<file path="src/rtl/core/skpc_lane.sv">
`timescale 1ns / 1ps
`default_nettype none
// ----------------------------------------------------------------------------
// skpc_lane: per-channel lane
// Magnitude for the peak detector and gained, rounded, saturated sample.
// ----------------------------------------------------------------------------
module skpc_lane #(
  parameter int unsigned SAMPLE_BITS = 24
) (
  input  logic signed [SAMPLE_BITS-1:0] sample_i,
  input  logic        [29:0]            gain_i,     // Q2.28
  output logic        [SAMPLE_BITS-1:0] mag_o,
  output logic signed [SAMPLE_BITS-1:0] result_o
);
  localparam int unsigned PW = SAMPLE_BITS + 30;
  localparam int unsigned QW = PW - 27;
  localparam logic [QW-1:0] NegLim = QW'(1) << (SAMPLE_BITS - 1);
  localparam logic [QW-1:0] PosLim = NegLim - QW'(1);

  logic [PW-1:0] prod;
  logic [PW:0]   sum;
  logic [QW-1:0] q;
  logic [QW-1:0] qs;

  // magnitude; the most negative code fits as unsigned
  assign mag_o = sample_i[SAMPLE_BITS-1] ? SAMPLE_BITS'(-sample_i)
                                         : SAMPLE_BITS'(sample_i);

  // round half away from zero by working on the magnitude
  assign prod = PW'(mag_o) * PW'(gain_i);
  assign sum  = {1'b0, prod} + (PW + 1)'(28'h800_0000);
  assign q    = sum[PW:28];

  always_comb begin
    if (sample_i[SAMPLE_BITS-1]) begin
      qs       = (q > NegLim) ? NegLim : q;
      result_o = -$signed(qs[SAMPLE_BITS-1:0]);
    end else begin
      qs       = (q > PosLim) ? PosLim : q;
      result_o = $signed(qs[SAMPLE_BITS-1:0]);
    end
  end

endmodule
`default_nettype wire

</file>
<file path="config.mk">
export PLATFORM = sky130hd
export DESIGN_NAME = skpc_lane
export DESIGN_NICKNAME = d
export VERILOG_FILES = /design/src/rtl/core/skpc_lane.sv
export SDC_FILE = /design/constraint.sdc
export NUM_CORES = 2
export LEC_CHECK = 0
export BUFFER_PORTS_ARGS = -buffer_cell sky130_fd_sc_hd__buf_2
export CORE_MARGIN = 3
export CORE_UTILIZATION = 55
export DETAILED_ROUTE_END_ITERATION = 7
export PLACE_DENSITY = 0.72
export SLEW_MARGIN = 25
export SYNTH_ARGS = -nofsm -noshare
export SYNTH_HDL_FRONTEND = slang
export SYNTH_SLANG_ARGS = --single-unit
</file>
<file path="constraint.sdc">
create_clock -name vclk -period 36.6
set_input_delay 5.49 -clock vclk [all_inputs]
set_output_delay 5.49 -clock vclk [all_outputs]
set_load 0.01 [all_outputs]
</file>
; Word level (Yosys, flattened, before mapping)
; Index checks and enable logic that the tools add are counted.
[totals]
ff_bits = 0
latchBits = 0
ramBits = 0
romBits = 0
in_bits = 54
output_inout_bits = 48
word_cells = 10
memories = 0
[op_classes]
n_addsub = 3
mul = 1
div = 0
magnitude_cmp = 2
n_eq_ne = 0
n_shift = 0
muxes = 4
n_bitwise = 0
reduce_logical = 0
[ops]
columns = operator, count
row1 = 24-bit 2-to-1 mux, 4
row2 = 54-bit by 28-bit adder with 55-bit output (second input constant), 1
row3 = 24-bit by 30-bit multiplier with 54-bit output, 1
row4 = 24-bit negation, 2
row5 = 27-bit by 23-bit greater-than comparator with 1-bit output (second input constant), 1
row6 = 27-bit by 24-bit greater-than comparator with 1-bit output (second input constant), 1

; Depth between registers and ports, before layout
[logic_depth]
depth_word = 8
depth_mapped = 42
ltp_nobuf = 37

; Least setup slack after synthesis
; No wires, ideal clock.
[synth_path]
kind = in2out
startpoint = in sample_i[0]
endpoint = out result_o[20]
t_arrival_ns = 15.405
setup_slack_ns = 15.705
stages = 39
path_cell_list = buf_1 inv_1 ha_1 nor2b_1 nand3_1 or3_1 o31ai_1 xnor2_1 clkbuf_1 nand2_1 fa_1 inv_1 fa_1 fa_1 fa_1 fa_1 fa_1 inv_1 [3 not listed] clkbuf_1 a21oi_1 o21ai_1 o31a_1 a211oi_1 nand3_1 o311ai_1 and3b_1 nand4_1 o31ai_4 buf_2 nand2_1 ha_1 clkbuf_1 o31ai_1 o21ai_0 mux2_1 o2111a_1
[synth_via]
elab_chain_len = 8
word_cells_on_any_way = 10
classes_between = add/sub: 3 / mul: 1 / order compare: 2 / mux: 4
[synth_lines]
columns = item, line_no
row1 = start: declaration, 10  ; input logic signed [SAMPLE_BITS-1:0] sample_i,
row2 = 24-bit negation *, 26  ; assign mag_o = sample_i[SAMPLE_BITS-1] ? SAMPLE_BITS'(-sample_i)
row3 = 24-bit 2-to-1 mux *, 26
row4 = named net mag_o[18], 12  ; output logic [SAMPLE_BITS-1:0] mag_o,
row5 = 24-bit by 30-bit multiplier with 54-bit output *, 30  ; assign prod = PW'(mag_o) * PW'(gain_i);
row6 = 54-bit by 28-bit adder with 55-bit output *, 31  ; assign sum = {1'b0, prod} + (PW + 1)'(28'h800_0000);
row7 = 27-bit by 24-bit greater-than comparator with 1-bit output, 36  ; qs = (q > NegLim) ? NegLim : q;
row8 = 24-bit 2-to-1 mux, 36
row9 = 24-bit negation, 37  ; result_o = -$signed(qs[SAMPLE_BITS-1:0]);
row10 = 24-bit 2-to-1 mux *, 35  ; if (sample_i[SAMPLE_BITS-1]) begin
row11 = end: declaration, 13  ; output logic signed [SAMPLE_BITS-1:0] result_o
; Mark *: on every way through the listed nets, which the timed path passes. The rest lies on a longest branch.

; Worst setup path in the final report
[layout_path]
startpoint = in sample_i[6]
endpoint = out result_o[6]
[layout_via]
elab_chain_len = 8
word_cells_on_any_way = 10
classes_between = add/sub: 3 / mul: 1 / order compare: 2 / mux: 4
[layout_lines]
columns = item, line_no
row1 = 24-bit negation, 26
row2 = 24-bit 2-to-1 mux *, 26
row3 = 24-bit by 30-bit multiplier with 54-bit output *, 30
row4 = 54-bit by 28-bit adder with 55-bit output *, 31
row5 = 27-bit by 24-bit greater-than comparator with 1-bit output, 36
row6 = 24-bit 2-to-1 mux, 36
row7 = 24-bit negation, 37
row8 = 24-bit 2-to-1 mux *, 35
; Mark *: on every way between the ends. The rest lies on a longest branch, timed or not.

==> metrics.txt <==
status finished clean; first-pass GRT wire length 120,100 um; Routed Antenna Nets 0; IO Pins 102; Syn Std Cell Area 25,510 um^2; GR Overflow Total 0; fmax 43.41 MHz; Max FO, Critical Path 31; layout cells sized above 1 5.611%; Seq/Total Area, Yosys 0%; Storage cell area 0 um^2; RSZ-0062 raised after global routing no; met2 WL post-DR 36,170 um; CLK BUF 0; first-pass detailed-route iteration total 8; DIE AREA 49,000 um^2; largest area contributor in the synthesized netlist fa_1; Starting Density 55.97%; Setup Buffers After CTS 0; vias in the first global route 23,270; highest metal used met4; Pins Over Slew Limit 0; GRT Total Usage 30.12%; CP peak stage delay 0.65 ns; final period utilization 62.94%; # rows 78; antenna violations before repair 3; die width 221.4 um; Adder-Cell Fraction of Synth Area 58.49%; final critical-path required period 23.04 ns; Buffers on Ports 102; Crit Path Class in2out; most frequent CP cell fa_1; drt total wl 71,940 um; Tightest Pin Transition 1.225 ns; # resized after CTS 0; DR WL/cell 19.81 um; multiplexer area fraction after synthesis 0.4856%; Via Count 21,010; Die Height 221.4 um; placed wire-length estimate 58,440 um; mean area per synthesized cell 8.306 um^2; Synth top area share 48.19%; final hold vios 0; DRC viols 0; Fill cells 4,076; synth top area cells fa_1 (48%), ha_1 (10%), inv_1 (10%), nand2_1 (8.5%), and2_1 (5.2%); final setup fails 0; hold crit path type in2out; Synth Area in Simple Gates 19.22%; Netlist cell types 82; synth-to-layout area growth 3.948%; Hold Path Stages 3; WP data required 31.11 ns; DR iter-0 viols 1,395; Post-Synthesis Cells 3,071; WL met1 28,410 um; Max-Cap Viols 0; Worst EP arrival 17.55 ns; Startpoint Class primary input; largest net degree at the start of global routing 55; Slew headroom 17.29%; num sequential 0; post-DR vias/cell 5.786; RD Place Congestion 0.9896; Post-Synth XOR/XNOR Area 1.099%; CORE AREA 45,580 um^2; NumNets Final 3,910; largest family of logic cells by synthesized area adder cells; met3 WL post-DR 5058 um; Setup crit end kind output port; Compound-Gate Fraction of Synth Area 8.064%; syn_nets 3,949; hold buffers post-CTS 0; Setup TNS Final 0 ns; yosys warns 0; slowest stage cell on the critical path or2_0
[cell usage after synthesis, types with 4 or more instances]
| library cell | count |
|---|---|
| inv_1 | 686 |
| fa_1 | 614 |
| nand2_1 | 579 |
| and2_1 | 210 |
| ha_1 | 210 |
| clkbuf_1 | 163 |
| a21oi_1 | 77 |
| nor2_1 | 70 |
| o21ai_0 | 58 |
| nand4_1 | 32 |
| nor2b_1 | 28 |
| nor3_1 | 25 |
| xnor2_1 | 25 |
| a21o_1 | 24 |
| nand3_1 | 20 |
| or3_1 | 18 |
| nor4_1 | 14 |
| a211oi_1 | 13 |
| o211ai_1 | 11 |
| o21ai_1 | 11 |
| and3_1 | 10 |
| o21a_1 | 10 |
| mux2i_1 | 9 |
| nand2b_1 | 9 |
| o31ai_1 | 9 |
| or4_1 | 7 |
| xor2_1 | 7 |
| a22oi_1 | 6 |
| a31oi_1 | 6 |
| o21bai_1 | 6 |
| or2_2 | 6 |
| a2bb2oi_1 | 5 |
| a311oi_1 | 5 |
| and4_1 | 5 |
| a221o_1 | 4 |
| a31o_1 | 4 |
| o2111a_1 | 4 |
| o22ai_1 | 4 |
[routing by layer]
layer	up-vias	global-route usage, %
li1	9190	-
met1	10740	39.19
met3	193	3.728
met5	-	0
met2	884	53.20
met4	0	8.641
[stage by stage]
stage                     setup slack, ns  instances  utilization [%]  hold WS (ns)  instance area [um^2]
after floorplan                     15.70       3071                -         11.07                 25510
after global placement              13.65       3629            58.11         11.35                 26490
after detailed placement            13.38       3629            58.11         11.36                 26490
after CTS                           13.35       3629            58.11         11.36                 26490
after global routing                12.75       3631            58.18         11.38                 26520
final                               13.56       3631            58.18         11.36                 26520
[layout make-up]
class                      count  area [um^2]  area share [%]
tap                          600        750.7           2.831
timing repair buffer         127        718.2           2.709
antenna                        1        2.502        0.009438
multi-input combinational   2215        22460           84.71
inverter                     688         2582           9.740
[cell usage in the layout, fill, tap and decap left out, types with 6 or more instances in the layout]
cell type / netlist / layout
inv_1: 686 / 686
fa_1: 614 / 614
nand2_1: 579 / 579
and2_1: 210 / 210
ha_1: 210 / 210
buf_2: 1 / 102
a21oi_1: 77 / 77
nor2_1: 70 / 70
o21ai_0: 58 / 58
nand4_1: 32 / 32
nor2b_1: 28 / 28
nor3_1: 25 / 25
a21o_1: 24 / 24
buf_4: 3 / 24
nand3_1: 20 / 20
or3_1: 18 / 18
xnor2_2: 0 / 18
nor4_1: 14 / 13
a211oi_1: 13 / 13
o21ai_1: 11 / 11
o211ai_1: 11 / 11
o21a_1: 10 / 10
and3_1: 10 / 10
o31ai_1: 9 / 9
nand2b_1: 9 / 9
mux2i_1: 9 / 8
or4_1: 7 / 7
xnor2_1: 25 / 7
o21bai_1: 6 / 6
a31oi_1: 6 / 6
a22oi_1: 6 / 6
or2_2: 6 / 6
[cells by family (layout without fill, tap and decap cells)]
group           Yosys count  after routing
simple gates           1043           1043
buf+inv                 856            815
fa+ha+maj               824            824
compound gates          304            304
xor+xnor                 32             32
mux                      12             12
other cells               0              1
[critical path: cells and delay by family]
family	cells	cell delay, ns
AO/OA/AOI/OAI	4	1.48
AND/OR/NAND/NOR	12	4.54
multiplexers	1	0.31
adder cells (fa/ha/maj)	9	4.31
XOR/XNOR	1	0.16
buffers and inverters	7	1.19
[path summary, 6_finish.rpt]
path	startpoint	endpoint	slack, ns
worst max-delay path	sample_i[6]	result_o[6]	13.56
worst min-delay path	sample_i[2]	mag_o[2]	11.36
Power is not shown: default switching activity piles up to over one toggle a cycle in this logic, so the estimate is an artifact.
