===== src/rtl/core/skpc_pkg.sv =====
`timescale 1ns / 1ps
`default_nettype none
// ----------------------------------------------------------------------------
// skpc_pkg: shared types and constants of the soft-knee peak compressor
// Holds register codes, control states, fixed-point constants and the
// exponent table used by the gain unit.
// ----------------------------------------------------------------------------
package skpc_pkg;

  // dB floor (100 dB in Q8.8) and conversion factors
  localparam logic [14:0] FloorDb   = 15'd25600;
  localparam logic [18:0] DbPerLog2 = 19'd394566;
  localparam logic [21:0] Log2PerDb = 22'd2786635;

  // configuration port widths
  localparam int unsigned CfgIdxBits  = 3;
  localparam int unsigned CfgDataBits = 24;

  typedef enum logic [CfgIdxBits-1:0] {
    REG_ENABLE        = 3'd0,
    REG_THRESHOLD_DB  = 3'd1,
    REG_SLOPE         = 3'd2,
    REG_MAKEUP_GAIN   = 3'd3,
    REG_KNEE_DB       = 3'd4,
    REG_KNEE_RECIP    = 3'd5,
    REG_ATTACK_COEFF  = 3'd6,
    REG_RELEASE_COEFF = 3'd7
  } reg_idx_e;

  typedef struct packed {
    logic        enable;
    logic [14:0] threshold_db;   // signed Q7.8
    logic [15:0] slope;
    logic [15:0] makeup_gain;
    logic [12:0] knee_db;
    logic [23:0] knee_recip;
    logic [15:0] attack_coeff;
    logic [15:0] release_coeff;
  } cfg_t;

  typedef enum logic [3:0] {
    ST_IDLE,
    ST_PEAK,
    ST_LEVEL,
    ST_ENV_MUL,
    ST_ENV_UPD,
    ST_KNEE,
    ST_KNEE_SQ,
    ST_KNEE_T,
    ST_KNEE_R,
    ST_GAIN_GO,
    ST_GAIN,
    ST_APPLY,
    ST_DONE
  } state_e;

  // 2^(-2^-k) in Q1.30 for k = 1..16; entry 0 holds 1.0
  typedef logic [30:0] exp_tab_t [17];

  function automatic logic [63:0] floor_sqrt(input logic [63:0] x_in);
    logic [63:0] x;
    logic [63:0] r;
    logic [63:0] b;
    x = x_in;
    r = '0;
    b = 64'h4000_0000_0000_0000;
    for (int i = 0; i < 32; i++) begin
      if (x >= r + b) begin
        x = x - (r + b);
        r = (r >> 1) + b;
      end else begin
        r = r >> 1;
      end
      b = b >> 2;
    end
    return r;
  endfunction

  function automatic exp_tab_t build_exp_table();
    exp_tab_t    t;
    logic [63:0] v;
    t[0] = 31'h4000_0000;
    v    = floor_sqrt(64'h0800_0000_0000_0000);
    t[1] = v[30:0];
    for (int k = 2; k <= 16; k++) begin
      v    = floor_sqrt({3'b0, t[k-1], 30'b0});
      t[k] = v[30:0];
    end
    return t;
  endfunction

  localparam exp_tab_t ExpTable = build_exp_table();

endpackage
`default_nettype wire


===== src/rtl/core/skpc_exp.sv =====
`timescale 1ns / 1ps
`default_nettype none
// ----------------------------------------------------------------------------
// skpc_exp: reduction to linear gain
// dB to log2 exponent, 16 table multiplies for the fraction, shift for the
// integer part, then the makeup gain. Result is Q2.28.
// ----------------------------------------------------------------------------
module skpc_exp (
  input  logic        clk_i,
  input  logic        rst_ni,
  input  logic        start_i,
  input  logic [14:0] red_i,
  input  logic [15:0] makeup_i,
  output logic        done_o,
  output logic [29:0] gain_o
);
  logic        busy_q;
  logic [4:0]  k_q;
  logic        done_q;
  logic [4:0]  whole_q;
  logic [15:0] frac_q;
  logic [30:0] g_q;
  logic [29:0] gain_q;

  logic [36:0] ex_c;
  logic [61:0] gp_c;
  logic [30:0] gs_c;
  logic [46:0] gm_c;

  assign ex_c = 37'(red_i) * 37'(skpc_pkg::Log2PerDb) + 37'd32768;
  assign gp_c = 62'(g_q) * 62'(skpc_pkg::ExpTable[k_q]);
  assign gs_c = g_q >> whole_q;
  assign gm_c = 47'(gs_c) * 47'(makeup_i);

  // step counter: k = 1..16 multiply, 17 finishes
  always_ff @(posedge clk_i or negedge rst_ni) begin
    if (!rst_ni) begin
      busy_q <= 1'b0;
      k_q    <= '0;
      done_q <= 1'b0;
    end else begin
      done_q <= 1'b0;
      if (start_i) begin
        busy_q <= 1'b1;
        k_q    <= 5'd1;
      end else if (busy_q) begin
        k_q <= k_q + 5'd1;
        if (k_q == 5'd17) begin
          busy_q <= 1'b0;
          done_q <= 1'b1;
        end
      end
    end
  end

  // datapath
  always_ff @(posedge clk_i) begin
    if (start_i) begin
      whole_q <= ex_c[36:32] | 5'(ex_c[36:16] >> 16);
      frac_q  <= ex_c[31:16];
      g_q     <= 31'h4000_0000;
    end else if (busy_q) begin
      if (k_q <= 5'd16) begin
        if (frac_q[15]) g_q <= gp_c[60:30];
        frac_q <= {frac_q[14:0], 1'b0};
      end else begin
        gain_q <= gm_c[45:16];
      end
    end
  end

  assign done_o = done_q;
  assign gain_o = gain_q;

endmodule
`default_nettype wire


===== config.mk =====
export PLATFORM = sky130hd
export DESIGN_NAME = skpc_exp
export DESIGN_NICKNAME = d
export VERILOG_FILES = /design/src/rtl/core/skpc_pkg.sv /design/src/rtl/core/skpc_exp.sv
export SDC_FILE = /design/constraint.sdc
export NUM_CORES = 2
export LEC_CHECK = 0
export ABC_CLOCK_PERIOD_IN_PS = 11900
export BUFFER_PORTS_ARGS = -buffer_cell sky130_fd_sc_hd__buf_2
export CAP_MARGIN = 20
export CORE_UTILIZATION = 65
export DETAILED_ROUTE_END_ITERATION = 6
export PLACE_DENSITY = 0.82
export SETUP_SLACK_MARGIN = 0.4
export SYNTH_ARGS = -nofsm -noshare
export SYNTH_HDL_FRONTEND = slang
export SYNTH_SLANG_ARGS = --single-unit
export TNS_END_PERCENT = 5

===== constraint.sdc =====
create_clock -name clk_i -period 11.9 [get_ports clk_i]
set_input_delay 1.19 -clock clk_i [delete_from_list [all_inputs] [get_ports clk_i]]
set_output_delay 1.19 -clock clk_i [all_outputs]
set_load 0.02 [all_outputs]

# Word-level counts from Yosys, hierarchy flattened
# Memory sizes are Yosys's and may differ from the RTL's.
# Cells that the tools add are included.
[word_totals] wordCells=39 mem_bits_ro=992 regBits=89 n_memories=1
[memory_table] name="(name not given)" words=32 word_bits=31 read_ports=1 rd_clocked_by_memory_dff=0 wr=0 line="skpc_exp.sv:31" source="assign gp_c = 62'(g_q) * 62'(skpc_pkg::ExpTable[k_q]);"
[op_classes] magnitude_cmp=2 add_sub_neg=2 n_shift=1 n_eq_ne=1 mul=3 n_reduce_logical=5 n_mux=13 bitwise_logic=4
[op_table] op="31-bit 2-to-1 mux" count=2
[op_table] op="31-bit by 31-bit multiplier with 61-bit output" count=1
[op_table] op="16-bit 2-to-1 mux" count=3
[op_table] op="31-bit by 16-bit multiplier with 46-bit output" count=1
[op_table] op="37-bit by 16-bit adder with 37-bit output (second input constant)" count=1
[op_table] op="15-bit by 22-bit multiplier with 37-bit output (second input constant)" count=1
[op_table] op="31-bit by 5-bit right shift with 31-bit output" count=1
[op_table] op="5-bit 2-to-1 mux" count=2
[op_table] op="6-bit greater-or-equal comparator (second input constant)" count=1
[op_table] op="1-bit 2-to-1 mux" count=6
[op_table] op="5-bit inverter with 6-bit output" count=1
[op_table] op="3-bit AND reduction" count=2
[op_table] op="5-bit by 1-bit adder with 5-bit output (second input constant)" count=1
[op_table] op="5-bit == test (second input constant)" count=1
[op_table] op="5-bit <= comparator (second input constant)" count=1
[op_table] op="5-bit bitwise OR" count=1
[op_table] op="2-bit nonzero test" count=2
[op_table] op="1-bit inverter" count=2
[op_table] op="2-bit AND reduction" count=1

# Longest topological paths before layout
[logic_depth] word_depth=5 mapped_depth=38

# Least setup slack after synthesis
# No wires, ideal clock.
[synth_path] path_type="reg-to-reg" start="register k_q[0]" end="register g_q[26]" path_buffers=2 path_stages_with_launch=32 t_arrival_ns=8.625 setup_slack_ns=3.153 setup_ns=0.122 cell_sequence="dfrtp_1 > clkbuf_1 > inv_2 > ha_1 > nand2b_1 > nor3b_1 > a311o_1 > clkbuf_1 > and2_1 > fa_1 > fa_1 > inv_1 > fa_1 > fa_1 > inv_1 > fa_1 > fa_1 > fa_1 > inv_1 > fa_1 > inv_1 > ha_1 > nand2_1 > nor3_1 > a41oi_1 > o31ai_1 > a31o_2 > o21a_1 > a21oi_1 > o22ai_1 > or2_2 > a221o_1"
[synth_between] elab_chain_len=5 elab_cells_between_ends=7
[synth_lines] item="start: declaration" line="skpc_exp.sv:18" source="logic [4:0] k_q;"
[synth_lines] item="start signal: assignment" line="skpc_exp.sv:47" source="k_q <= k_q + 5'd1;"
[synth_lines] item="5-bit inverter with 6-bit output (not written as such)" line="skpc_exp.sv:31"
[synth_lines] item="memory read 32 x 31 bit"
[synth_lines] item="31-bit 2-to-1 mux (not written as such) (2 in a row)" line="skpc_exp.sv:31"
[synth_lines] item="31-bit by 31-bit multiplier with 61-bit output" line="skpc_exp.sv:31"
[synth_lines] item="end signal: assignment" line="skpc_exp.sv:64" source="if (frac_q[15]) g_q <= gp_c[60:30];"
[synth_lines] item="end: declaration" line="skpc_exp.sv:22" source="logic [30:0] g_q;"
# Several ways; a longest one is shown, not always the timed one. The select of a mux whose other input is x is not followed.
# A chain may end at the register's enable or synchronous reset.

# Worst setup path in the final report
[layout_path] start="register k_q[0]" end="register g_q[28]"
# Same word-level chain as after synthesis.

==> summary.md <==
| Metric | Value |
|---|---|
| Post-CTS Setup Bufs | `0` |
| Reg2Reg Launch Point | `k_q[0]` |
| CP required | `12250 ps` |
| Effective utilization at floorplan | `66.1%` |
| R2R setup slack | `1600 ps` |
| #FFs+latches synth | `89` |
| Drt drc | `0` |
| Synthesized Nets | `8014` |
| Avg WL per Cell | `21.2 um` |
| Core footprint | `84200 um2` |
| Number of enable flip-flop cells after synthesis | `51` |
| Hold WC Path Type | `reg -> reg` |
| Layout overhead on the synthesized area | `2.94%` |
| Buffers on Ports | `64` |
| Worst setup path start | `k_q[0]` |
| Synth Warn # | `0` |
| Worst reg2reg path depth | `30` |
| Crit path max fanout | `17` |
| Final critical-path share of the clock period | `86.6%` |
| Crit end category | `flop` |
| Max Cap Viol | `0` |
| Io pins | `65` |
| Clock Tree Root | `clkbuf_16` |
| Antenna violations before repair | `3` |
| Die height | `295 um` |
| Cell row count | `106` |
| Dpl hpwl | `113000 um` |
| # resized after CTS | `0` |
| Via density | `5.96` |
| Syn Std Cell Area | `55700 um2` |
| Yosys top cell by area | `fa_1` |
| Post-CTS Hold Buffers | `0` |
| Critical setup path kind | `reg -> reg` |
| DR iter-0 viols | `3585` |
| Netlist cell types | `78` |
| Antenna-violating nets left | `0` |
| Yosys top cell area share | `47.3%` |
| Seq/Total Area, Yosys | `4.18%` |
| Clock Latency Late Sink | `410 ps` |
| Final Hold Fails | `0` |
| Worst-path clk slew | `80 ps` |
| Count leader, synth | `inv_1` |
| Syn avg cell area | `9.06 um2` |
| Max-slew headroom at the worst pin | `19.0%` |
| Synth async-reset ratio | `7.87%` |
| Max clock buf depth | `2` |
| Setup violations, final | `0` |
| Sinks on Clock Net | `89` |
| Final clock skew | `21.5 ps` |
| Commonest cells in the netlist | `inv_1 (1342), fa_1 (1316), nand2_1 (881)` |
| Synth area leaders | `fa_1 (47%), ha_1 (12%), inv_1 (9.0%)` |
| Most used cell, CP | `fa_1` |
| TritonCTS Buffers | `9` |
| Startpoint type of the worst setup path | `flop` |
| Vias | `42400` |
| Max H-tree Level | `3` |
| Share of layout cells above drive strength 1 | `4.61%` |
| Status | `finished, final reports clean` |
| Fin crit period | `10300 ps` |
| Worst r2r dst | `g_q[28]` |
| Total Routing Usage GR | `37.1%` |
| Crit-path max cell delay | `830 ps` |
| Die width | `295 um` |
| CTS tree | `yes` |
| Worst Max-Slew Pin Slew | `1210 ps` |
| Hold Path Cell Cnt | `1` |
| RSZ-0062 raised after global routing | `no` |
| DR pass1 iterations | `5` |
| Worst hold endpoint | `frac_q[12]` |
| CP max stage cell | `nor2_2` |
| Vias in the first global route | `46400` |
| Routability congestion estimate | `1.07` |
| Largest net degree at the start of global routing | `72` |
| Total grt overflow | `0` |
| Worst Path Arrival | `10650 ps` |
| Slew Viols, Final | `0` |
| Die area | `86900 um2` |
| Most used DFF post-synth | `edfxtp_1` |
| F_max | `97.1 MHz` |
| Final nets | `7844` |
| Drt total wl | `151000 um` |
| First-pass GRT wire length | `247000 um` |
| Mapped Cells | `6147` |
| Hold Crit Start | `frac_q[11]` |
| Final setup TNS | `0 ps` |
## logic make-up after synthesis
logic type | share of synthesized area (%)
and+or+nand+nor | 16.7
muxes | 1.96
DFF | 4.18
xor gates and xnor gates | 1.30
buffers and inverters | 11.5
AOI/OAI and AO/OA | 5.47
adders and majority gates | 58.9
## area by class of cell
class | count | area [um2]
flip-flops and latches | 89 | 2330
clock inverters | 5 | 40.0
multi-input cells | 4357 | 47100
well taps | 1134 | 1420
repair buffers | 175 | 1170
inverters | 1345 | 5050
diodes | 8 | 20.0
fillers | 6517 | 26900
clock buffers | 11 | 233
## metal layers
metal / share of wire [%] / track usage [%] / vias up
met1: 37 / 48.8 / 21400
met2: 47 / 59.7 / 2471
met3: 11 / 8.49 / 534
met5: 0 / 0 / -
li1: - / - / 18000
met4: 4.3 / 14.4 / 0
## worst max-delay path: cells and delay by family, from the launching register on
| kind | cells | cell delay [ps] |
|---|---|---|
| compound gates | 5 | 1020 |
| fa+ha+maj | 10 | 4720 |
| buf+inv | 4 | 580 |
| flops | 1 | 640 |
| simple gates | 11 | 3240 |
## registers in the layout, indices dropped and copies added (netlist names)
signal / flops
busy_q: 1
whole_q: 5
gain_o: 30
k_q: 5
frac_q: 16
g_q: 31
done_o: 1
## cells in the final DEF, fill, tap and decap left out, types with 42 or more instances in the layout
cell / instances
and2_1: 645
o21ai_0: 69
a21oi_1: 139
ha_1: 517
nor2_1: 101
nor2b_1: 48
nand2_1: 879
buf_2: 64
buf_4: 109
fa_1: 1316
inv_1: 1342
mux2i_1: 42
a21o_1: 88
xnor2_1: 57
edfxtp_1: 51
## worst max path at each step
stage	end	slack, ps	cells after the start
detailed placement	g_q[24]	1790	30
global placement	g_q[24]	1760	30
global route	g_q[24]	1020	30
finish	g_q[28]	1600	30
CTS	g_q[28]	1720	30
floorplan	g_q[26]	3150	31
## metrics by stage
| stage | utilization, % | instance area (um2) | setup slack, ps | cells | hold WS [ps] |
|---|---|---|---|---|---|
| 2_1_floorplan | - | 55700 | 3150 | 6147 | 485 |
| 6_report | 68.1 | 57300 | 1600 | 7124 | 555 |
| 5_1_grt | 68.1 | 57300 | 1020 | 7117 | 563 |
| 3_5_place_dp | 67.7 | 57000 | 1790 | 7099 | 538 |
| 4_1_cts | 68.0 | 57300 | 1720 | 7115 | 556 |
| 3_3_place_gp | 67.7 | 57000 | 1760 | 7099 | 528 |
Power is not shown: default switching activity piles up to over one toggle a cycle in this logic, so the estimate is an artifact.
