--- src/rtl/core/skpc_pkg.sv ---
`timescale 1ns / 1ps
`default_nettype none
// ----------------------------------------------------------------------------
// skpc_pkg: shared types and constants of the soft-knee peak compressor
// Holds register codes, control states, fixed-point constants and the
// exponent table used by the gain unit.
// ----------------------------------------------------------------------------
package skpc_pkg;

  // dB floor (100 dB in Q8.8) and conversion factors
  localparam logic [14:0] FloorDb   = 15'd25600;
  localparam logic [18:0] DbPerLog2 = 19'd394566;
  localparam logic [21:0] Log2PerDb = 22'd2786635;

  // configuration port widths
  localparam int unsigned CfgIdxBits  = 3;
  localparam int unsigned CfgDataBits = 24;

  typedef enum logic [CfgIdxBits-1:0] {
    REG_ENABLE        = 3'd0,
    REG_THRESHOLD_DB  = 3'd1,
    REG_SLOPE         = 3'd2,
    REG_MAKEUP_GAIN   = 3'd3,
    REG_KNEE_DB       = 3'd4,
    REG_KNEE_RECIP    = 3'd5,
    REG_ATTACK_COEFF  = 3'd6,
    REG_RELEASE_COEFF = 3'd7
  } reg_idx_e;

  typedef struct packed {
    logic        enable;
    logic [14:0] threshold_db;   // signed Q7.8
    logic [15:0] slope;
    logic [15:0] makeup_gain;
    logic [12:0] knee_db;
    logic [23:0] knee_recip;
    logic [15:0] attack_coeff;
    logic [15:0] release_coeff;
  } cfg_t;

  typedef enum logic [3:0] {
    ST_IDLE,
    ST_PEAK,
    ST_LEVEL,
    ST_ENV_MUL,
    ST_ENV_UPD,
    ST_KNEE,
    ST_KNEE_SQ,
    ST_KNEE_T,
    ST_KNEE_R,
    ST_GAIN_GO,
    ST_GAIN,
    ST_APPLY,
    ST_DONE
  } state_e;

  // 2^(-2^-k) in Q1.30 for k = 1..16; entry 0 holds 1.0
  typedef logic [30:0] exp_tab_t [17];

  function automatic logic [63:0] floor_sqrt(input logic [63:0] x_in);
    logic [63:0] x;
    logic [63:0] r;
    logic [63:0] b;
    x = x_in;
    r = '0;
    b = 64'h4000_0000_0000_0000;
    for (int i = 0; i < 32; i++) begin
      if (x >= r + b) begin
        x = x - (r + b);
        r = (r >> 1) + b;
      end else begin
        r = r >> 1;
      end
      b = b >> 2;
    end
    return r;
  endfunction

  function automatic exp_tab_t build_exp_table();
    exp_tab_t    t;
    logic [63:0] v;
    t[0] = 31'h4000_0000;
    v    = floor_sqrt(64'h0800_0000_0000_0000);
    t[1] = v[30:0];
    for (int k = 2; k <= 16; k++) begin
      v    = floor_sqrt({3'b0, t[k-1], 30'b0});
      t[k] = v[30:0];
    end
    return t;
  endfunction

  localparam exp_tab_t ExpTable = build_exp_table();

endpackage
`default_nettype wire

--- src/rtl/core/skpc_level.sv ---
`timescale 1ns / 1ps
`default_nettype none
// ----------------------------------------------------------------------------
// skpc_level: peak to dB converter
// log2 by 16 rounds of squaring on one multiplier, then scaling to dB Q8.8.
// ----------------------------------------------------------------------------
module skpc_level #(
  parameter int unsigned SAMPLE_BITS = 24
) (
  input  logic                   clk_i,
  input  logic                   rst_ni,
  input  logic                   start_i,
  input  logic [SAMPLE_BITS-1:0] peak_i,
  output logic                   done_o,
  output logic signed [15:0]     level_o
);
  localparam int unsigned EW = $clog2(SAMPLE_BITS);
  localparam int unsigned LW = EW + 16;
  localparam logic [LW-1:0] Full = LW'(SAMPLE_BITS - 1) << 16;

  logic          busy_q;
  logic [4:0]    cnt_q;
  logic          done_q;
  logic [30:0]   m_q;
  logic [EW-1:0] e_q;
  logic [15:0]   frac_q;
  logic          zero_q;
  logic [LW-1:0] dist_q;
  logic signed [15:0] level_q;

  logic [EW-1:0]          e_c;
  logic [SAMPLE_BITS+29:0] norm_c;
  logic [61:0]            sq_c;
  logic [LW-1:0]          lg_c;
  logic [39:0]            db_c;
  logic [15:0]            mag_c;

  // leading one position
  always_comb begin
    e_c = '0;
    for (int i = 0; i < SAMPLE_BITS; i++) begin
      if (peak_i[i]) e_c = EW'(i);
    end
  end

  // mantissa in [2^30, 2^31)
  assign norm_c = {peak_i, 30'b0} >> e_c;
  assign sq_c   = 62'(m_q) * 62'(m_q);
  assign lg_c   = {e_q, frac_q};
  assign db_c   = 40'(dist_q) * 40'(skpc_pkg::DbPerLog2) + 40'h80_0000;
  assign mag_c  = (db_c[39:24] > 16'(skpc_pkg::FloorDb)) ? 16'(skpc_pkg::FloorDb)
                                                       : db_c[39:24];

  // sequencer: load, 16 squarings, distance, scale
  always_ff @(posedge clk_i or negedge rst_ni) begin
    if (!rst_ni) begin
      busy_q <= 1'b0;
      cnt_q  <= '0;
      done_q <= 1'b0;
    end else begin
      done_q <= 1'b0;
      if (start_i) begin
        busy_q <= 1'b1;
        cnt_q  <= '0;
      end else if (busy_q) begin
        cnt_q <= cnt_q + 5'd1;
        if (cnt_q == 5'd17) begin
          busy_q <= 1'b0;
          done_q <= 1'b1;
        end
      end
    end
  end

  // datapath
  always_ff @(posedge clk_i) begin
    if (start_i) begin
      m_q    <= norm_c[30:0];
      e_q    <= e_c;
      frac_q <= '0;
      zero_q <= (peak_i == '0);
    end else if (busy_q) begin
      if (cnt_q < 5'd16) begin
        if (sq_c[61]) begin
          m_q    <= sq_c[61:31];
          frac_q <= {frac_q[14:0], 1'b1};
        end else begin
          m_q    <= sq_c[60:30];
          frac_q <= {frac_q[14:0], 1'b0};
        end
      end else if (cnt_q == 5'd16) begin
        dist_q <= (lg_c >= Full) ? '0 : (Full - lg_c);
      end else begin
        level_q <= zero_q ? -$signed(16'(skpc_pkg::FloorDb)) : -$signed(mag_c);
      end
    end
  end

  assign done_o  = done_q;
  assign level_o = level_q;

endmodule
`default_nettype wire

--- config.mk ---
export PLATFORM = sky130hd
export DESIGN_NAME = skpc_level
export DESIGN_NICKNAME = d
export VERILOG_FILES = /design/src/rtl/core/skpc_pkg.sv /design/src/rtl/core/skpc_level.sv
export SDC_FILE = /design/constraint.sdc
export NUM_CORES = 2
export LEC_CHECK = 0
export BUFFER_PORTS_ARGS = -buffer_cell sky130_fd_sc_hd__buf_2
export CAP_MARGIN = 20
export CORE_ASPECT_RATIO = 0.5
export CORE_MARGIN = 2
export CORE_UTILIZATION = 30
export DETAILED_ROUTE_END_ITERATION = 8
export SKIP_LAST_GASP = 1
export SLEW_MARGIN = 30
export SYNTH_ARGS = -nofsm -noshare
export SYNTH_HDL_FRONTEND = slang
export SYNTH_SLANG_ARGS = --single-unit
--- constraint.sdc ---
create_clock -name clk_i -period 8 [get_ports clk_i]
set_clock_uncertainty 0.2 [all_clocks]
set_input_delay 2.4 -clock clk_i [delete_from_list [all_inputs] [get_ports clk_i]]
set_output_delay 2.4 -clock clk_i [all_outputs]
set_load 0.05 [all_outputs]
# --- Yosys cells after proc, flatten, opt, wreduce, memory -nomap -nowiden ---
# Index checks and enable logic that the tools add are counted.
word_totals:
  out_inout_bits: 17
  inputBits: 27
  regBits: 97
classes:
  n_lt_le_gt_ge: 3
  shifts: 1
  n_mux: 37
  n_eq_ne: 2
  reduce_logical: 7
  bitwise: 3
  addsub: 4
  multipliers: 2
ops:
  columns: ["op", "n"]
  rows:
  - ["two-way mux 31 bit", 4]
  - ["two-way mux 5 bit", 23]
  - ["multiplier 31 x 31 -> 62 bit", 1]
  - ["right shift 54 x 5 -> 31 bit", 1]
  - ["adder 40 x 24 -> 40 bit (second input constant)", 1]
  - ["multiplier 21 x 18 -> 39 bit (second input constant)", 1]
  - ["zero test 24 bit", 1]
  - [">= comparator 21 bit (second input constant)", 1]
  - ["subtractor 21 bit (first input constant)", 1]
  - ["> comparator 16 x 15 -> 1 bit (second input constant)", 1]
  - ["two-way mux 16 bit", 1]
  - ["negation 16 bit", 1]
  - ["== test 5 bit (second input constant)", 2]
  - ["two-way mux 1 bit", 8]
  - ["AND reduction 4 bit", 2]
  - ["adder 5 x 1 -> 5 bit (second input constant)", 1]
  - ["less-than comparator 5 bit (second input constant)", 1]
  - ["AND reduction 2 bit", 2]
  - ["nonzero test 2 bit", 2]
  - ["inverter 1 bit", 3]
  - ["two-way mux 2 bit", 1]

# --- Logic depth before layout (Yosys ltp) ---
logic_depth:
  depth_word: 25
  depth_mapped: 36
  ltp_nobuf: 32

# --- Worst setup path before layout ---
# No wires, ideal clock.
synth_timing:
  path_kind: "reg2reg"
  start: "reg m_q[13]"
  end: "reg m_q[18], data pin"
  slack_ps: -567
  period_less_slack_ps: 8567
  arrival_time_ps: 8092
  stages_incl_launch_ff: 31
  setup_time_ps: 275
  required_ps: 7525
  path_buffers: 4
  cell_sequence: "edfxtp_1 > clkbuf_1 > clkbuf_1 > nand2_1 > fa_1 > inv_1 > fa_1 > fa_1 > inv_1 > fa_1 > inv_1 > fa_1 > inv_1 > fa_1 > fa_1 > fa_1 > inv_1 > ha_1 > and4_1 > nand3_1 > o31ai_1 > o2111ai_1 > a21oi_1 > o41ai_1 > a211o_1 > a2111oi_0 > or3_1 > and2_1 > clkbuf_1 > clkbuf_1 > o221ai_1"
synth_via:
  elab_chain_cells: 5
synth_rtl:
  columns: ["element", "line", "rtl"]
  rows:
  - ["start: declaration", "skpc_level.sv:24", "logic [30:0] m_q;"]
  - ["start signal: assignment", "skpc_level.sv:78", "m_q <= norm_c[30:0];"]
  - ["start signal: assignment", "skpc_level.sv:85", "m_q <= sq_c[61:31];"]
  - ["start signal: assignment", "skpc_level.sv:88", "m_q <= sq_c[60:30];"]
  - ["multiplier 31 x 31 -> 62 bit", "skpc_level.sv:48", "assign sq_c = 62'(m_q) * 62'(m_q);"]
  - ["two-way mux 31 bit", "skpc_level.sv:84", "if (sq_c[61]) begin"]
  - ["two-way mux 31 bit", "skpc_level.sv:83", "if (cnt_q < 5'd16) begin"]
  - ["two-way mux 31 bit", "skpc_level.sv:82", "end else if (busy_q) begin"]
  - ["two-way mux 31 bit", "skpc_level.sv:77", "if (start_i) begin"]
# Every way passes these cells. The select of a mux whose other input is x is not followed.
# A chain may end at the register's enable or synchronous reset.

# --- Worst setup path after layout ---
layout_timing:
  start: "reg m_q[21]"
  end: "reg m_q[1], data pin"
# The elaborated chain is that of the path after synthesis.

==> reports/results.ini <==
[yosys]
synth_top_family_by_area=adder cells
synth.distinct_cells=100
synth_area_um2=37800
synth-compound-area-share_pct=7.09
synthArstFlopShare_pct=7.22
syn_nets=5288
yosysTopAreaCell=fa_1
yosysSeqAreaShare_pct=7.20
synthFlopType=edfxtp_1
synth_fa_ha_area_share_pct=58.1
synth_top_cell_area_share_pct=43.5
yosys-top-cells-area=fa_1 43%, ha_1 15%, inv_1 11%
synth-edff-count=74
synth.mux.area_fraction_pct=1.73
ys_seq_elements=97
postSynthCellCount=3999
synth_xor_area_share_pct=2.22
synth_area_per_cell_um2=9.44
ys_warn_count=0
synth-simple-area-share_pct=11.6

[clock_network]
htree_levels=3
cts_buffers=9
cts_tree=built
cts_buffer_depth=2
cts-root-buf=clkbuf_16
clk_latency_ps=370
cts.clk_slew.worst_paths_ps=80
hold_buffers=0
clock-sinks=97

[detailed_routing]
num_vias=28118
first_iter_violations=1583
via_per_inst=4.61
first_pass_iters=5
routed_wl_um=103000
routedWlPerCell_um=16.9
drc=0
ant_nets=0

[sta]
timing.final.setup_violations=32
max_freq_ghz=0.116
maxSlewHeadroom_pct=31.5
rsz0062_at_grt=true
finalHoldViolations=0
final.period_utilization_pct=108
fin_ws_ps=-641
finalCriticalPeriod_ps=8640
slew_violations=0
tightest_slew_ps=1020

[worst_setup_path]
worstPathArrival_ps=8580
path_common_cell=fa_1
path_class=flip-flop to flip-flop
reg2reg_from=m_q[21]
worstSetupStartpointType=flip-flop
critPathLaunch=m_q[21]
cp_slowest_stage_delay_ps=580
critPathCaptureType=flip-flop
path_max_fanout=6
cp_slowest_cell=fa_1
cp.required_ps=7930

[floorplan]
initial_core_util_pct=30.4
core_um2=124000
io_pins=44
die_h_um=255
die_x_um=506
dieArea_um2=129000
rows=91

[final_layout]
nets=5714
drive_gt1_share_pct=18.1
fillCellCount=12487
areaGrowthSynthToFinish_pct=18.8
final_core_util_pct=36.2

[place]
place_congestion=0.929
portBuffers=43
hpwl_um=89600

[outcome]
status=complete, but fails checks
violations=setup timing

[global_route]
grt_max_degree=57
grt_pass1_wl_um=169000
antenna_found_initial=0
grt_use_total_pct=16.6
first_global_vias=31560
overflow=0

[worst_hold_path]
worstHoldStart=frac_q[0]
holdCritPathClass=flip-flop to flip-flop

[job]
maxCapViolations=0

cell usage after synthesis, types with 15 or more instances:
cell type  count
edfxtp_1      74
dfxtp_1       16
xnor2_1       60
nor2_1       190
nor2b_1       16
o21ai_0       46
nand3_1       29
mux2i_1       55
ha_1         442
clkbuf_1     104
inv_1       1073
a21oi_1      100
nand2_1      334
and2_1       179
xor2_1        34
nor3_1        37
a22o_1        15
nand4_1       20
fa_1         820
and3_1        17
a21o_1        43
final cells by class:
cell class	instances	area (um2)	area share, %
inverters	1086	4100	9.13
flip-flops and latches	97	2720	6.06
clock inverters	7	71.3	0.159
multi-input cells	2698	31300	69.8
well taps	1674	2090	4.67
repair buffers	533	4330	9.65
clock buffers	9	225	0.502
diodes	1	2.50	0.00558
worst paths after layout:
kind                                   to  slack, ps  cells past startpoint
worst max-delay path               m_q[1]       -640                     30
worst max register to register     m_q[1]       -640                     30
max in group asynchronous        cnt_q[1]       5790                      1
worst min register to register  frac_q[1]        300                      2
worst min-delay path            frac_q[1]        300                      2
min in group asynchronous          done_o       1650                      1
per-stage QoR:
step,hold slack [ps],setup WS [ps],std cells,cell area (um2),setup TNS (ps)
floorplan,240,0.631,3999,38000,0
global placement,274,-1000,6012,43000,-29470
detailed placement,278,-1040,6013,43000,-30230
CTS,299,-553,6081,44400,-14020
global route,329,-856,6104,44900,-23990
finish,296,-641,6105,44900,-17110
repair_timing:
item / in CTS / in global routing
setup buffers: 53 / 23
endpoints found under the setup margin: 35 / 46
gates cloned: 2 / 0
pin swaps: 106 / 39
resized for setup: 202 / 79
flip-flops by register name (all words and copies together), names as in the netlist:
name,flops
cnt_q,5
frac_q,16
m_q,31
zero_q,1
level_o,16
busy_q,1
done_o,1
dist_q,21
e_q,5
kinds of logic after synthesis:
kind of cell / Yosys count
adders and majority gates: 1262
buffers and inverters: 1205
and+or+nand+nor: 903
AOI/OAI and AO/OA: 373
DFF: 97
xor gates and xnor gates: 95
muxes: 64
cell usage in the layout (no fill, tap or decap), types with 11 or more instances in the layout:
master    instances
nand2b_1         12
xor2_1           34
nor2_2           22
a22o_1           15
inv_1          1047
buf_6            50
and2_1          169
and2_4           11
o21ai_0          35
a211o_1          11
buf_12           16
nor3_1           34
buf_2            43
a21o_1           43
o21a_1           13
nand2_1         308
nor2b_1          16
nor2_1          167
nand2_2          17
dfxtp_1          16
inv_2            26
fa_2             34
nand4_1          20
ha_1            430
xnor2_1          58
a21oi_2          13
fa_1            786
o211ai_1         13
edfxtp_1         74
mux2i_1          55
nand3_1          23
a21oi_1          87
and3_1           16
buf_4           418
critical path: cells and delay by family (launching register included):
kind / cells / cell delay (ps)
multiplexers: 1 / 110
AND/OR/NAND/NOR: 5 / 920
AO/OA/AOI/OAI: 7 / 1480
flip-flops: 1 / 430
adder cells (fa/ha/maj): 9 / 4400
buffers and inverters: 8 / 830
per-layer routing:
metal	vias up	track usage [%]	routed length [um]
met1	14295	21.7	45800
met5	-	0	0
met3	130	2.05	4550
met4	0	3.81	2420
met2	571	29.2	50300
li1	13122	-	-
Power is left out: the tool's default activity adds up to more than one toggle a clock period on the data nets, which glitch-free logic cannot reach.
